==> config.mk <==
export PLATFORM = sky130hd
export DESIGN_NAME = dq_ctrl
export DESIGN_NICKNAME = d
export VERILOG_FILES = /design/src/design/dq_pkg.sv /design/src/design/dq_ctrl.sv
export SDC_FILE = /design/constraint.sdc
export NUM_CORES = 1
export LEC_CHECK = 0
export ABC_AREA = 1
export BUFFER_PORTS_ARGS = -buffer_cell sky130_fd_sc_hd__buf_2
export CAP_MARGIN = 5
export CORE_MARGIN = 8
export CORE_UTILIZATION = 54
export CTS_CLUSTER_SIZE = 25
export DETAILED_ROUTE_END_ITERATION = 8
export PLACE_DENSITY = 0.79
export SYNTH_ARGS = -nofsm -noshare
export SYNTH_HDL_FRONTEND = slang
export SYNTH_SLANG_ARGS = --single-unit
==> constraint.sdc <==
create_clock -name aclk -period 4.9 [get_ports aclk]
set_clock_uncertainty 0.05 [all_clocks]
set_input_delay 0.49 -clock aclk [delete_from_list [all_inputs] [get_ports aclk]]
set_output_delay 0.49 -clock aclk [all_outputs]
set_load 0.02 [all_outputs]
==> src/design/dq_pkg.sv <==
// Shared types and constants for the bounded deque unit.
// Holds the request codes and the request/response beat layouts.
// No dependencies.
package dq_pkg;

    // Fixed field widths of the stream beats
    localparam int FUNC_W  = 3;
    localparam int VALUE_W = 32;
    localparam int POS_W   = 8;
    localparam int DOUT_W  = 32;
    localparam int CNT_W   = 9;

    // Packed stream widths (padded to whole bytes)
    localparam int S_TDATA_W = 40;
    localparam int M_TDATA_W = 48;

    // Request codes; codes 6 and 7 are unused and fail
    typedef enum logic [FUNC_W-1:0] {
        FN_PUSH_FRONT  = 3'd0,
        FN_APPEND_BACK = 3'd1,
        FN_POP_FRONT   = 3'd2,
        FN_REMOVE_BACK = 3'd3,
        FN_REMOVE_IDX  = 3'd4,
        FN_READ_IDX    = 3'd5
    } func_t;

    typedef struct packed {
        func_t                     func;
        logic signed [VALUE_W-1:0] value;
        logic        [POS_W-1:0]   position;
    } req_t;

    typedef struct packed {
        logic                     ok;
        logic signed [DOUT_W-1:0] data_out;
        logic        [CNT_W-1:0]  count;
    } rsp_t;

endpackage

==> src/design/dq_ctrl.sv <==
// Request sequencer of the deque: ring pointers, count and RAM access control.
// Depends on dq_pkg; drives one dq_ram instance held by the top level.
module dq_ctrl #(
    parameter int DEPTH      = 256,
    parameter int DATA_WIDTH = 32,
    localparam int AW = (DEPTH > 1) ? $clog2(DEPTH) : 1
) (
    input  logic                  aclk,
    input  logic                  aresetn,
    // request side
    input  logic                  req_valid,
    output logic                  req_ready,
    input  dq_pkg::req_t          req,
    // response side
    output logic                  rsp_valid,
    input  logic                  rsp_ready,
    output dq_pkg::rsp_t          rsp,
    // RAM port
    output logic                  ram_we,
    output logic [AW-1:0]         ram_waddr,
    output logic [DATA_WIDTH-1:0] ram_wdata,
    output logic [AW-1:0]         ram_raddr,
    input  logic [DATA_WIDTH-1:0] ram_rdata
);

    import dq_pkg::*;

    localparam int CW   = $clog2(DEPTH + 1);
    localparam int CMPW = (CW > POS_W) ? CW : POS_W;

    typedef enum logic [2:0] {
        ST_IDLE,
        ST_EXEC,
        ST_READ,
        ST_SHIFT,
        ST_RESP
    } state_t;

    state_t                     state_reg, state_next;
    func_t                      func_reg, func_next;
    logic [VALUE_W-1:0]         value_reg, value_next;
    logic [POS_W-1:0]           pos_reg, pos_next;
    logic [AW-1:0]              front_reg, front_next;
    logic [CW-1:0]              count_reg, count_next;
    logic [CW-1:0]              rd_off_reg, rd_off_next;
    logic [AW-1:0]              rd_slot_reg, rd_slot_next;
    logic                       ok_reg, ok_next;
    logic [DOUT_W-1:0]          data_reg, data_next;

    logic [AW-1:0]              calc_off;
    logic [AW-1:0]              slot_addr;
    logic [AW-1:0]              front_dec;
    logic                       not_full;
    logic                       pos_ok;
    logic [CW-1:0]              pos_w;
    logic [CW-1:0]              pos_inc;
    logic [CW-1:0]              rd_off_inc;

    // Ring position of an offset from the front
    function automatic logic [AW-1:0] slot_of(input logic [AW-1:0] front,
                                              input logic [AW-1:0] off);
        logic [AW:0] sum;
        sum = {1'b0, front} + {1'b0, off};
        if (sum >= (AW+1)'(DEPTH)) begin
            sum = sum - (AW+1)'(DEPTH);
        end
        return sum[AW-1:0];
    endfunction

    // Shared address arithmetic
    assign slot_addr  = slot_of(front_reg, calc_off);
    assign front_dec  = (front_reg == '0) ? AW'(DEPTH - 1) : front_reg - AW'(1);
    assign not_full   = (count_reg < CW'(DEPTH));
    assign pos_ok     = (CMPW'(pos_reg) < CMPW'(count_reg));
    assign pos_w      = CW'(pos_reg);
    assign pos_inc    = pos_w + CW'(1);
    assign rd_off_inc = rd_off_reg + CW'(1);

    assign req_ready     = (state_reg == ST_IDLE);
    assign rsp_valid     = (state_reg == ST_RESP);
    assign rsp.ok        = ok_reg;
    assign rsp.data_out  = data_reg;
    assign rsp.count     = CNT_W'(count_reg);
    assign ram_raddr     = slot_addr;

    // Next-state and RAM control
    always_comb begin
        state_next   = state_reg;
        func_next    = func_reg;
        value_next   = value_reg;
        pos_next     = pos_reg;
        front_next   = front_reg;
        count_next   = count_reg;
        rd_off_next  = rd_off_reg;
        rd_slot_next = rd_slot_reg;
        ok_next      = ok_reg;
        data_next    = data_reg;
        calc_off     = '0;
        ram_we       = 1'b0;
        ram_waddr    = rd_slot_reg;
        ram_wdata    = ram_rdata;

        unique case (state_reg)
            ST_IDLE: begin
                if (req_valid) begin
                    func_next  = req.func;
                    value_next = req.value;
                    pos_next   = req.position;
                    state_next = ST_EXEC;
                end
            end

            // Inserts finish here; removals and reads issue their first read
            ST_EXEC: begin
                ok_next    = 1'b0;
                data_next  = '0;
                state_next = ST_RESP;
                unique case (func_reg)
                    FN_PUSH_FRONT: begin
                        if (not_full) begin
                            ram_we     = 1'b1;
                            ram_waddr  = front_dec;
                            ram_wdata  = DATA_WIDTH'(value_reg);
                            front_next = front_dec;
                            count_next = count_reg + CW'(1);
                            ok_next    = 1'b1;
                        end
                    end
                    FN_APPEND_BACK: begin
                        calc_off = AW'(count_reg);
                        if (not_full) begin
                            ram_we     = 1'b1;
                            ram_waddr  = slot_addr;
                            ram_wdata  = DATA_WIDTH'(value_reg);
                            count_next = count_reg + CW'(1);
                            ok_next    = 1'b1;
                        end
                    end
                    FN_POP_FRONT: begin
                        calc_off = '0;
                        if (count_reg != '0) begin
                            state_next = ST_READ;
                        end
                    end
                    FN_REMOVE_BACK: begin
                        calc_off = AW'(count_reg - CW'(1));
                        if (count_reg != '0) begin
                            state_next = ST_READ;
                        end
                    end
                    FN_REMOVE_IDX, FN_READ_IDX: begin
                        calc_off = AW'(pos_w);
                        if (pos_ok) begin
                            state_next = ST_READ;
                        end
                    end
                    default: begin
                    end
                endcase
            end

            // Read data is back: capture it, then update or start the shift
            ST_READ: begin
                data_next  = DOUT_W'(ram_rdata);
                ok_next    = 1'b1;
                state_next = ST_RESP;
                unique case (func_reg)
                    FN_POP_FRONT: begin
                        calc_off   = AW'(1);
                        front_next = slot_addr;
                        count_next = count_reg - CW'(1);
                    end
                    FN_REMOVE_BACK: begin
                        count_next = count_reg - CW'(1);
                    end
                    FN_REMOVE_IDX: begin
                        calc_off = AW'(pos_inc);
                        if (pos_inc < count_reg) begin
                            rd_off_next  = pos_inc;
                            rd_slot_next = slot_addr;
                            state_next   = ST_SHIFT;
                        end else begin
                            count_next = count_reg - CW'(1);
                        end
                    end
                    default: begin
                    end
                endcase
            end

            // One entry per cycle: write the word read last cycle one slot
            // toward the front, read the next one
            ST_SHIFT: begin
                ram_we    = 1'b1;
                ram_waddr = (rd_slot_reg == '0) ? AW'(DEPTH - 1) : rd_slot_reg - AW'(1);
                ram_wdata = ram_rdata;
                calc_off  = AW'(rd_off_inc);
                if (rd_off_inc < count_reg) begin
                    rd_off_next  = rd_off_inc;
                    rd_slot_next = slot_addr;
                end else begin
                    count_next = count_reg - CW'(1);
                    state_next = ST_RESP;
                end
            end

            ST_RESP: begin
                if (rsp_ready) begin
                    state_next = ST_IDLE;
                end
            end

            default: begin
                state_next = ST_IDLE;
            end
        endcase
    end

    // State and registered outputs
    always_ff @(posedge aclk) begin
        if (!aresetn) begin
            state_reg <= ST_IDLE;
            front_reg <= '0;
            count_reg <= '0;
        end else begin
            state_reg <= state_next;
            front_reg <= front_next;
            count_reg <= count_next;
        end
        func_reg    <= func_next;
        value_reg   <= value_next;
        pos_reg     <= pos_next;
        rd_off_reg  <= rd_off_next;
        rd_slot_reg <= rd_slot_next;
        ok_reg      <= ok_next;
        data_reg    <= data_next;
    end

endmodule

---- After elaboration in Yosys (flattened, before gate mapping) ----
Cells that the tools add are included.
storage, ports and cells
  register bits ........................... 113
  bits of input ports ..................... 79
  output and inout bits ................... 93
  logic and storage cells ................. 105
operators by class
  add/subtract/negate cells ............... 8
  $lt $le $gt $ge ......................... 5
  equal/unequal tests ..................... 21
  multiplexer cells ....................... 45
  reductions and logical operators ........ 16
operator list
  kind                                                 count
  two-way mux 32 bit                                   3
  two-way mux 8 bit                                    11
  case mux 8 bit (2 select lines)                      5
  case mux 32 bit (2 select lines)                     1
  two-way mux 9 bit                                    7
  case mux 8 bit (3 select lines)                      2
  case mux 9 bit (2 select lines)                      2
  case mux 9 bit (3 select lines)                      1
  subtractor 8 x 1 -> 8 bit, second input constant     3
  two-way mux 3 bit                                    7
  adder 9 x 1 -> 9 bit, second input constant          2
  < comparator 9 bit                                   2
  zero test 8 bit                                      2
  case mux 3 bit (5 select lines)                      1
  != test 2 bit, second input constant                 7
  equality test 3 x 2 -> 1 bit, second input constant  4
  adder 8 x 1 -> 9 bit, second input constant          1
  adder 8 x 8 -> 9 bit                                 1
  equality test 3 bit, second input constant           3
  >= comparator 9 bit, second input constant           1
  < comparator 8 x 9 -> 1 bit                          1
  < comparator 9 bit, second input constant            1
  nonzero test 9 bit                                   1
  subtractor 9 x 1 -> 9 bit, second input constant     1
  other kinds (14)                                     25

---- Longest topological paths before layout ----
Gate-level depths: netlist of the first run.
  word-level depth ........................ 10
  depth in mapped cells ................... 21
  gate-level depth less buffers ........... 21

---- Least setup slack after synthesis of the first run ----
Ideal clock, no wire load.
  path kind ............................... reg2reg
  start point ............................. register state_reg[0]
  end point ............................... register func_reg[0] (enable)
  setup time .............................. 497 ps
  arrival ................................. 3,507 ps
  required time ........................... 4,353 ps
  slack ................................... 846 ps
  stages on the path, launching flop included .. 4
  path buffers ............................ 0
  period minus slack after synthesis ...... 4,054 ps
  cells stage by stage .................... dfxtp_1 > nor2_1 > inv_1 > nor3_1
on the way
  longest elaborated chain between the ends .. 2
ends and longest elaborated chain
  element                               RTL line        source
  start, declared                       dq_ctrl.sv:39   state_t state_reg, state_next;
  start signal, assigned                dq_ctrl.sv:226  state_reg <= state_next;
  zero test 3 bit                       dq_ctrl.sv:103  unique case (state_reg)
  AND reduction 2 bit (no source line)  -
  end signal, assigned                  dq_ctrl.sv:230  func_reg <= func_next;
  end, declared                         dq_ctrl.sv:40   func_t func_reg, func_next;
Every way passes these cells.
A chain may end at the register's enable or synchronous reset.

---- Final worst setup path of the first run ----
  start point ............................. register state_reg[2]
  end point ............................... output ram_waddr[6]
on the way
  longest elaborated chain between the ends .. 8
  elaborated cells on any way between the ends .. 11
  classes of those cells .................. add/sub: 2; order compare: 1; eq/ne: 3; mux: 5
ends and longest elaborated chain
  element                                                                              RTL line                      source
  equality test 3 x 2 -> 1 bit / equality test 3 x 1 -> 1 bit (equally long branches)  dq_ctrl.sv:103
  case mux 8 bit (3 select lines)                                                      dq_ctrl.sv:103
  adder 8 x 8 -> 9 bit                                                                 dq_ctrl.sv:63                 sum = {1'b0, front} + {1'b0, off};
  subtractor 8 x 1 -> 8 bit / >= comparator 9 bit (equally long branches)              dq_ctrl.sv:65, dq_ctrl.sv:64
  two-way mux 8 bit                                                                    dq_ctrl.sv:64                 if (sum >= (AW+1)'(DEPTH)) begin
  two-way mux 8 bit                                                                    dq_ctrl.sv:131                if (not_full) begin
  case mux 8 bit (2 select lines)                                                      dq_ctrl.sv:118                unique case (func_reg)
  case mux 8 bit (2 select lines) *                                                    dq_ctrl.sv:103
  end, declared                                                                        dq_ctrl.sv:20                 output logic [AW-1:0] ram_waddr,
Every way passes the cells marked *; elsewhere a longest branch is shown, timed or not.

==> results of run 1 <==
[cell type report]
cell class / instances / area share, %
well taps: 172 / 2.54
flip-flops and latches: 113 / 37.7
repair buffers: 174 / 10.4
clock inverters: 12 / 1.58
clock buffers: 20 / 5.39
multi-input cells: 564 / 36.9
inverters: 123 / 5.51
[path summary, 6_finish.rpt]
| kind | endpoint | slack (ns) | startpoint | cells past startpoint |
|---|---|---|---|---|
| min reg2reg | front_reg[7]$_SDFFE_PN0P_ | 0.48 | front_reg[7]$_SDFFE_PN0P_ | 2 |
| max reg2reg | rd_off_reg[5]$_DFFE_PP_ | 1.50 | pos_reg[0]$_DFFE_PP_ | 12 |
| max | ram_waddr[6] | 0.50 | state_reg[2]$_SDFFE_PN0P_ | 20 |
| min | value_reg[8]$_DFFE_PP_ | 0.19 | req[16] | 1 |
[logic make-up (layout without fill, tap and decap cells)]
| kind of cell | after synthesis | after routing | share of synthesized area [%] |
|---|---|---|---|
| AND/OR/NAND/NOR | 315 | 315 | 19.5 |
| adder cells (fa/ha/maj) | 40 | 40 | 7.38 |
| AO/OA/AOI/OAI | 194 | 194 | 16.4 |
| XOR/XNOR | 15 | 15 | 1.91 |
| flip-flops | 113 | 113 | 46.4 |
| buffers and inverters | 147 | 329 | 8.43 |
[power by group through the flow]
stage                     sequential, µW  clock, µW  combinational, µW
final                               1300       1230               1220
after global routing                1310       1290               1340
after CTS                           1300       1240               1210
after detailed placement            1310          0               1200
after global placement              1310          0               1190
after floorplan                     1360          0                768
[per-layer routing]
layer	wire length, µm	track usage [%]	share of wire [%]
met5	0	0	0
met4	498	10.9	2.4
met3	1980	8.48	9.6
met2	10000	41.2	48
met1	8200	30.2	40
[per-stage QoR]
step	std cells	hold WS [ns]	power (µW)	util [%]	setup WS [ns]
5_1_grt	1178	0.175	3940	67.6	0.0450
2_1_floorplan	824	0.421	2130	-	0.846
4_1_cts	1178	0.182	3750	67.6	0.489
3_5_place_dp	1146	0.456	2520	62.9	0.952
3_3_place_gp	1146	0.450	2500	62.9	0.994
6_report	1178	0.188	3750	67.6	0.498
[cell usage in the layout (no fill, tap or decap), types with 2 or more instances in the layout]
cell type	netlist	final
sky130_fd_sc_hd__a31oi_1	3	3
sky130_fd_sc_hd__o2111ai_1	2	2
sky130_fd_sc_hd__xnor2_1	3	3
sky130_fd_sc_hd__nand3_1	20	20
sky130_fd_sc_hd__a221oi_2	2	2
sky130_fd_sc_hd__inv_1	115	115
sky130_fd_sc_hd__inv_4	2	2
sky130_fd_sc_hd__a21oi_2	2	2
sky130_fd_sc_hd__bufinv_16	0	2
sky130_fd_sc_hd__clkinv_2	0	2
sky130_fd_sc_hd__nor3_2	1	2
sky130_fd_sc_hd__nor2_8	2	2
sky130_fd_sc_hd__o221ai_1	2	2
sky130_fd_sc_hd__o22ai_1	4	4
sky130_fd_sc_hd__nand4_1	8	8
sky130_fd_sc_hd__buf_2	3	171
sky130_fd_sc_hd__a21oi_1	76	76
sky130_fd_sc_hd__clkinv_1	2	2
sky130_fd_sc_hd__o31ai_1	4	4
sky130_fd_sc_hd__inv_6	0	2
sky130_fd_sc_hd__a22oi_1	9	9
sky130_fd_sc_hd__ha_1	39	39
sky130_fd_sc_hd__o21ai_0	64	64
sky130_fd_sc_hd__dfxtp_1	20	20
sky130_fd_sc_hd__nor3_1	9	8
sky130_fd_sc_hd__clkbuf_16	0	17
sky130_fd_sc_hd__buf_4	2	3
sky130_fd_sc_hd__o211ai_1	15	15
sky130_fd_sc_hd__inv_2	4	4
sky130_fd_sc_hd__nand2_1	133	132
sky130_fd_sc_hd__clkinvlp_4	0	5
sky130_fd_sc_hd__edfxtp_1	93	93
sky130_fd_sc_hd__clkbuf_8	0	2
sky130_fd_sc_hd__xor2_1	12	12
sky130_fd_sc_hd__o21ai_2	2	2
sky130_fd_sc_hd__a221oi_1	3	3
sky130_fd_sc_hd__nand2_2	2	3
sky130_fd_sc_hd__nor2_1	132	132
==> impl_metrics.prom, run 1 <==
# TYPE chip_impl_metric gauge
chip_impl_metric{name="internal_cell_power",unit="µW"} 2350
chip_impl_metric{name="power.density",unit="nW/µm²"} 443
chip_impl_metric{name="gr-total-overflow",unit=""} 0
chip_impl_metric{name="grt_start_max_net_pins",unit=""} 66
chip_impl_metric{name="max-vdd-ir-drop",unit="mV"} 0.285
chip_impl_metric{name="dieHeight",unit="µm"} 129
chip_impl_metric{name="fp.dieW",unit="µm"} 129
chip_impl_metric{name="clkPwrFrac",unit="%"} 32.8
chip_impl_metric{name="post_synth_instance_area",unit="µm²"} 6890
chip_impl_metric{name="ant_nets",unit=""} 0
chip_impl_metric{name="postSynthRegisterBits",unit=""} 113
chip_impl_metric{name="final-setup-viol-count",unit=""} 0
chip_impl_metric{name="layout-area-overhead-vs-synth",unit="%"} 22.9
chip_impl_metric{name="cts_post_setup_buffers_inserted",unit=""} 0
chip_impl_metric{name="switching_power",unit="µW"} 1400
chip_impl_metric{name="combinationalPowerShare",unit="%"} 32.6
chip_impl_info{name="run_status",value="completed"} 1
chip_impl_metric{name="timing.max_cap.violations",unit=""} 0
chip_impl_metric{name="slew_hr",unit="%"} 26.4
chip_impl_metric{name="cts_made_buffers",unit=""} 17
chip_impl_metric{name="synth_cells",unit=""} 824
chip_impl_metric{name="worst_ep_required_time",unit="ns"} 4.36
chip_impl_info{name="clk_root_buf",value="sky130_fd_sc_hd__clkbuf_16"} 1
chip_impl_metric{name="syn_area_per_cell",unit="µm²"} 8.36
chip_impl_metric{name="via_count",unit=""} 6462
chip_impl_metric{name="totalWireLength",unit="mm"} 20.7
chip_impl_metric{name="cts.sinks",unit=""} 113
chip_impl_info{name="post-synth-top-count-cell",value="sky130_fd_sc_hd__nand2_1"} 1
chip_impl_info{name="post-synth-top-area-cell",value="sky130_fd_sc_hd__edfxtp_1"} 1
chip_impl_metric{name="synth.net_count",unit=""} 943
chip_impl_metric{name="timing_worst_slew_pin_value",unit="ns"} 1.10
chip_impl_metric{name="wire_per_inst",unit="µm"} 17.6
chip_impl_metric{name="worstPathBufferInverterCount",unit=""} 5
chip_impl_info{name="ys.flop_type",value="sky130_fd_sc_hd__edfxtp_1"} 1
chip_impl_metric{name="drive_gt1_share",unit="%"} 22.9
chip_impl_metric{name="number_of_synthesized_flops_with_an_enable_pin",unit=""} 93
chip_impl_info{name="crit_family",value="buffers and inverters"} 1
chip_impl_metric{name="number_of_buffer_cells_added_on_primary_ports",unit=""} 171
chip_impl_metric{name="cts.clk_slew.worst_paths",unit="ns"} 0.06
chip_impl_metric{name="crit_fanout",unit=""} 43
chip_impl_metric{name="pin_count",unit=""} 172
chip_impl_metric{name="final-max-slew-violation-count",unit=""} 0
chip_impl_metric{name="static-leakage-power",unit="µW"} 0.00397
chip_impl_metric{name="drc_errors",unit=""} 0
chip_impl_metric{name="num_antenna_cells",unit=""} 0
chip_impl_metric{name="cts-hold-fix-buffers",unit=""} 0
chip_impl_info{name="netlist_top_cells_count",value="sky130_fd_sc_hd__nand2_1, sky130_fd_sc_hd__nor2_1, sky130_fd_sc_hd__inv_1"} 1
chip_impl_metric{name="grt_pass1_vias",unit=""} 6477
chip_impl_metric{name="worst-endpoint-arrival",unit="ns"} 3.86
chip_impl_metric{name="fin_crit",unit="ns"} 4.40
chip_impl_metric{name="timing.fmax",unit="MHz"} 227
chip_impl_info{name="kind_of_end_point_of_the_critical_path",value="primary output"} 1
chip_impl_info{name="cpMostUsedCell",value="sky130_fd_sc_hd__nand2_1"} 1
chip_impl_metric{name="initial_core_util",unit="%"} 55.0
chip_impl_metric{name="post_cts_gate_resize_count",unit=""} 0
chip_impl_metric{name="asyncSetResetFlopFracSynth",unit="%"} 0
chip_impl_metric{name="layout.filler_cells",unit=""} 1074
chip_impl_metric{name="number_of_warnings_printed_during_yosys_synthesis",unit=""} 0
chip_impl_info{name="rsz_0062_raised_after_global_routing",value="no"} 1
chip_impl_metric{name="clockBufferDepth",unit=""} 2
chip_impl_metric{name="area.sequential",unit="µm²"} 3190
chip_impl_metric{name="track_usage",unit="%"} 25.4
chip_impl_info{name="crit_path_cell_trace",value="nor2_8 > inv_4 > nor2_8 > inv_4 > nor2_4 > inv_2 > o2111ai_1 > ha_1 > fa_1 > nand3_1 > nand2_1 > nand2_1 > nand2_1 > a21oi_1 > xnor2_1 > o21ai_0 > nand2_1 > inv_1 > o21ai_0 > buf_2"} 1
chip_impl_metric{name="clk_latency",unit="ns"} 0.42
chip_impl_info{name="largest_cells_by_area_after_synthesis",value="sky130_fd_sc_hd__edfxtp_1, sky130_fd_sc_hd__nand2_1, sky130_fd_sc_hd__nor2_1"} 1
chip_impl_metric{name="grt_pass1_wl",unit="mm"} 32.6
chip_impl_metric{name="fin_tns_setup",unit="ns"} 0
chip_impl_metric{name="count_of_distinct_cell_types_in_the_synthesized_netlist",unit=""} 51
chip_impl_metric{name="power.share.switching",unit="%"} 37.3
chip_impl_metric{name="final.period_utilization",unit="%"} 89.8
chip_impl_metric{name="yosysSeqAreaShare",unit="%"} 46.4
chip_impl_metric{name="detailed_place_hpwl",unit="mm"} 15.6
chip_impl_metric{name="final-hold-violation-count",unit=""} 0
chip_impl_metric{name="drtIter0Drc",unit=""} 532
chip_impl_metric{name="synth_largest_type_area_fraction",unit="%"} 40.5
chip_impl_metric{name="place_area",unit="µm²"} 7880
chip_impl_metric{name="gp_congestion",unit=""} 0.941
chip_impl_info{name="critPathLaunchType",value="flop"} 1
chip_impl_metric{name="power.sequential.fraction",unit="%"} 34.6
chip_impl_info{name="worstHoldPathType",value="primary input to flop"} 1
chip_impl_metric{name="fp.dieArea",unit="µm²"} 16600
chip_impl_metric{name="max_stage_delay",unit="ns"} 0.53
chip_impl_metric{name="core_area",unit="µm²"} 12500
chip_impl_metric{name="multiInputGateArea",unit="µm²"} 3120
chip_impl_metric{name="cts.htree.levels",unit=""} 4
chip_impl_metric{name="grt_antenna_before_repair",unit=""} 0
chip_impl_info{name="crit_type",value="flop to primary output"} 1
chip_impl_metric{name="first_pass_iters",unit=""} 6
chip_impl_info{name="critPathSlowestCell",value="sky130_fd_sc_hd__dfxtp_1"} 1
chip_impl_metric{name="placementRows",unit=""} 41
chip_impl_info{name="cts_tree",value="yes"} 1
chip_impl_metric{name="fin_nets",unit=""} 1112
chip_impl_metric{name="drt-vias-per-instance",unit=""} 5.49
chip_impl_metric{name="finish.instance_area",unit="µm²"} 8470
Note: power is estimated with default switching activity, not from simulation.
==> run 2, diff against run 1 <==
--- a/config.mk
+++ b/config.mk
@@ -6,7 +6,7 @@
 export NUM_CORES = 1
 export LEC_CHECK = 0
 export ABC_AREA = 1
-export BUFFER_PORTS_ARGS = -buffer_cell sky130_fd_sc_hd__buf_2
+export BUFFER_PORTS_ARGS = -buffer_cell sky130_fd_sc_hd__clkbuf_2
 export CAP_MARGIN = 5
 export CORE_MARGIN = 8
 export CORE_UTILIZATION = 54
==> impl_metrics.prom, run 2 (same netlist as run 1, synthesis figures left out) <==
# TYPE chip_impl_metric gauge
chip_impl_metric{name="core_area",unit="µm²"} 12500
chip_impl_metric{name="finish.instance_area",unit="µm²"} 8450
chip_impl_metric{name="wire_per_inst",unit="µm"} 17.8
chip_impl_info{name="cts_tree",value="yes"} 1
chip_impl_metric{name="switching_power",unit="µW"} 1430
chip_impl_metric{name="static-leakage-power",unit="µW"} 0.00399
chip_impl_metric{name="drtIter0Drc",unit=""} 562
chip_impl_metric{name="cts.htree.levels",unit=""} 4
chip_impl_metric{name="fin_nets",unit=""} 1111
chip_impl_metric{name="place_inst",unit=""} 1145
chip_impl_metric{name="max-vdd-ir-drop",unit="mV"} 0.316
chip_impl_metric{name="via_count",unit=""} 6511
chip_impl_metric{name="power.share.switching",unit="%"} 38.2
chip_impl_metric{name="slew_hr",unit="%"} 27.4
chip_impl_metric{name="final-max-slew-violation-count",unit=""} 0
chip_impl_metric{name="dp_slack",unit="ns"} 0.944
chip_impl_metric{name="place_area",unit="µm²"} 7870
chip_impl_metric{name="placementRows",unit=""} 41
chip_impl_metric{name="grt_pass1_vias",unit=""} 6321
chip_impl_metric{name="ant_nets",unit=""} 0
chip_impl_metric{name="power.sequential.fraction",unit="%"} 34.9
chip_impl_metric{name="detailed_place_hpwl",unit="mm"} 16.0
chip_impl_metric{name="timing_worst_slew_pin_value",unit="ns"} 1.08
chip_impl_metric{name="final-hold-violation-count",unit=""} 0
chip_impl_metric{name="fin_tns_setup",unit="ns"} 0
chip_impl_info{name="clk_root_buf",value="sky130_fd_sc_hd__clkbuf_16"} 1
chip_impl_metric{name="post_cts_gate_resize_count",unit=""} 0
chip_impl_metric{name="gp_congestion",unit=""} 0.927
chip_impl_metric{name="drive_gt1_share",unit="%"} 22.9
chip_impl_metric{name="drt-vias-per-instance",unit=""} 5.53
chip_impl_metric{name="cts.clk_slew.worst_paths",unit="ns"} 0.06
chip_impl_metric{name="crit_fanout",unit=""} 43
chip_impl_metric{name="gr-total-overflow",unit=""} 0
chip_impl_metric{name="first_pass_iters",unit=""} 5
chip_impl_metric{name="internal_cell_power",unit="µW"} 2310
chip_impl_metric{name="dieHeight",unit="µm"} 129
chip_impl_metric{name="clk_latency",unit="ns"} 0.42
chip_impl_metric{name="cts-hold-fix-buffers",unit=""} 0
chip_impl_metric{name="grt_antenna_before_repair",unit=""} 0
chip_impl_metric{name="fp.dieArea",unit="µm²"} 16600
chip_impl_metric{name="final.period_utilization",unit="%"} 90.5
chip_impl_metric{name="layout.filler_cells",unit=""} 1075
chip_impl_info{name="rsz_0062_raised_after_global_routing",value="no"} 1
chip_impl_metric{name="worst-endpoint-arrival",unit="ns"} 3.90
chip_impl_metric{name="fin_ws",unit="ns"} 0.464
chip_impl_metric{name="drc_errors",unit=""} 0
chip_impl_metric{name="layout-area-overhead-vs-synth",unit="%"} 22.6
chip_impl_metric{name="grt_pass1_wl",unit="mm"} 32.7
chip_impl_metric{name="fp.dieW",unit="µm"} 129
chip_impl_metric{name="post_layout_nonfiller_instances",unit=""} 1177
chip_impl_metric{name="cts_post_setup_buffers_inserted",unit=""} 0
chip_impl_metric{name="final-setup-viol-count",unit=""} 0
chip_impl_info{name="crit_type",value="flop to primary output"} 1
chip_impl_metric{name="power.density",unit="nW/µm²"} 442
chip_impl_metric{name="cts_made_buffers",unit=""} 17
chip_impl_metric{name="grt_start_max_net_pins",unit=""} 66
chip_impl_metric{name="initial_core_util",unit="%"} 55.0
chip_impl_info{name="worstHoldPathType",value="primary input to flop"} 1
chip_impl_metric{name="track_usage",unit="%"} 25.6
chip_impl_info{name="critPathLaunchType",value="flop"} 1
chip_impl_metric{name="clockBufferDepth",unit=""} 2
chip_impl_metric{name="number_of_buffer_cells_added_on_primary_ports",unit=""} 171
chip_impl_metric{name="worst_ep_required_time",unit="ns"} 4.36
chip_impl_info{name="kind_of_end_point_of_the_critical_path",value="primary output"} 1
chip_impl_metric{name="combinationalPowerShare",unit="%"} 32.7
chip_impl_info{name="layout_commonest_cell",value="sky130_fd_sc_hd__clkbuf_2"} 1
chip_impl_metric{name="cts.sinks",unit=""} 113
chip_impl_info{name="layout.cells.most_common_list",value="sky130_fd_sc_hd__clkbuf_2, sky130_fd_sc_hd__nand2_1, sky130_fd_sc_hd__nor2_1"} 1
chip_impl_metric{name="pin_count",unit=""} 172
chip_impl_metric{name="clkPwrFrac",unit="%"} 32.4
chip_impl_metric{name="timing.fmax",unit="MHz"} 225
chip_impl_metric{name="num_antenna_cells",unit=""} 0
chip_impl_metric{name="fin_crit",unit="ns"} 4.44
chip_impl_metric{name="timing.max_cap.violations",unit=""} 0
chip_impl_metric{name="r2r_setup_slack",unit="ns"} 1.44
chip_impl_info{name="run_status",value="completed"} 1
chip_impl_metric{name="totalWireLength",unit="mm"} 20.9
## run 2: changes by cell type in the layout (fill, tap and decap cells not counted), sizes merged
cell      delta
buf        -172
clkinv       +2
clkinvlp     -3
clkbuf     +170
inv          +3
bufinv       -1
## run 2: metrics by stage
step	total power, µW	hold slack [ns]	util [%]
6_report	3730	0.191	67.5
5_1_grt	3920	0.181	67.5
4_1_cts	3730	0.183	67.5
3_5_place_dp	2520	0.451	62.9
3_3_place_gp	2510	0.448	62.9
2_1_floorplan	2130	0.421	-
## run 2: power by group through the flow
stage	Clock, µW	Combinational [µW]	Sequential (µW)
after floorplan	0	768	1360
after global placement	0	1190	1320
after detailed placement	0	1200	1320
after CTS	1210	1210	1300
after global routing	1250	1350	1320
final	1210	1220	1300
## run 2: worst paths after layout
path | from | to | cells after the start
min reg2reg | front_reg[7]$_SDFFE_PN0P_ | front_reg[7]$_SDFFE_PN0P_ | 2
max reg2reg | pos_reg[0]$_DFFE_PP_ | rd_slot_reg[1]$_DFFE_PP_ | 12
min | req[17] | value_reg[9]$_DFFE_PP_ | 1
max | state_reg[2]$_SDFFE_PN0P_ | ram_waddr[6] | 20
## run 2: cell type report
cell class | count | area, µm² | area share (%)
Sequential cell | 113 | 3190 | 37.8
Multi-Input combinational cell | 564 | 3120 | 37.0
Timing Repair Buffer | 173 | 871 | 10.3
Inverter | 123 | 467 | 5.53
Clock buffer | 19 | 453 | 5.36
Tap cell | 172 | 215 | 2.55
Clock inverter | 13 | 125 | 1.48
## run 2: critical path: stages (launching register included)
cell and delay (ns):
sky130_fd_sc_hd__dfxtp_1 0.54, sky130_fd_sc_hd__nor2_8 0.11, sky130_fd_sc_hd__inv_4 0.14, sky130_fd_sc_hd__nor2_8 0.08, sky130_fd_sc_hd__inv_4 0.38, sky130_fd_sc_hd__nor2_4 0.04
sky130_fd_sc_hd__inv_2 0.13, sky130_fd_sc_hd__o2111ai_1 0.13, sky130_fd_sc_hd__ha_1 0.24, sky130_fd_sc_hd__fa_1 0.40, sky130_fd_sc_hd__nand3_1 0.13, sky130_fd_sc_hd__nand2_1 0.06
sky130_fd_sc_hd__nand2_1 0.07, sky130_fd_sc_hd__nand2_1 0.06, sky130_fd_sc_hd__a21oi_1 0.15, sky130_fd_sc_hd__xnor2_1 0.22, sky130_fd_sc_hd__o21ai_0 0.13, sky130_fd_sc_hd__nand2_1 0.08
sky130_fd_sc_hd__inv_1 0.04, sky130_fd_sc_hd__o21ai_0 0.14, sky130_fd_sc_hd__clkbuf_2 0.20
## run 2: per-layer routing
layer / up-vias / global-route usage, % / wire, µm
met5: - / 0 / 0
met4: 0 / 8.15 / 340
met3: 33 / 9.35 / 2080
met2: 327 / 41.7 / 10200
met1: 3020 / 30.7 / 8280
li1: 3131 / - / -
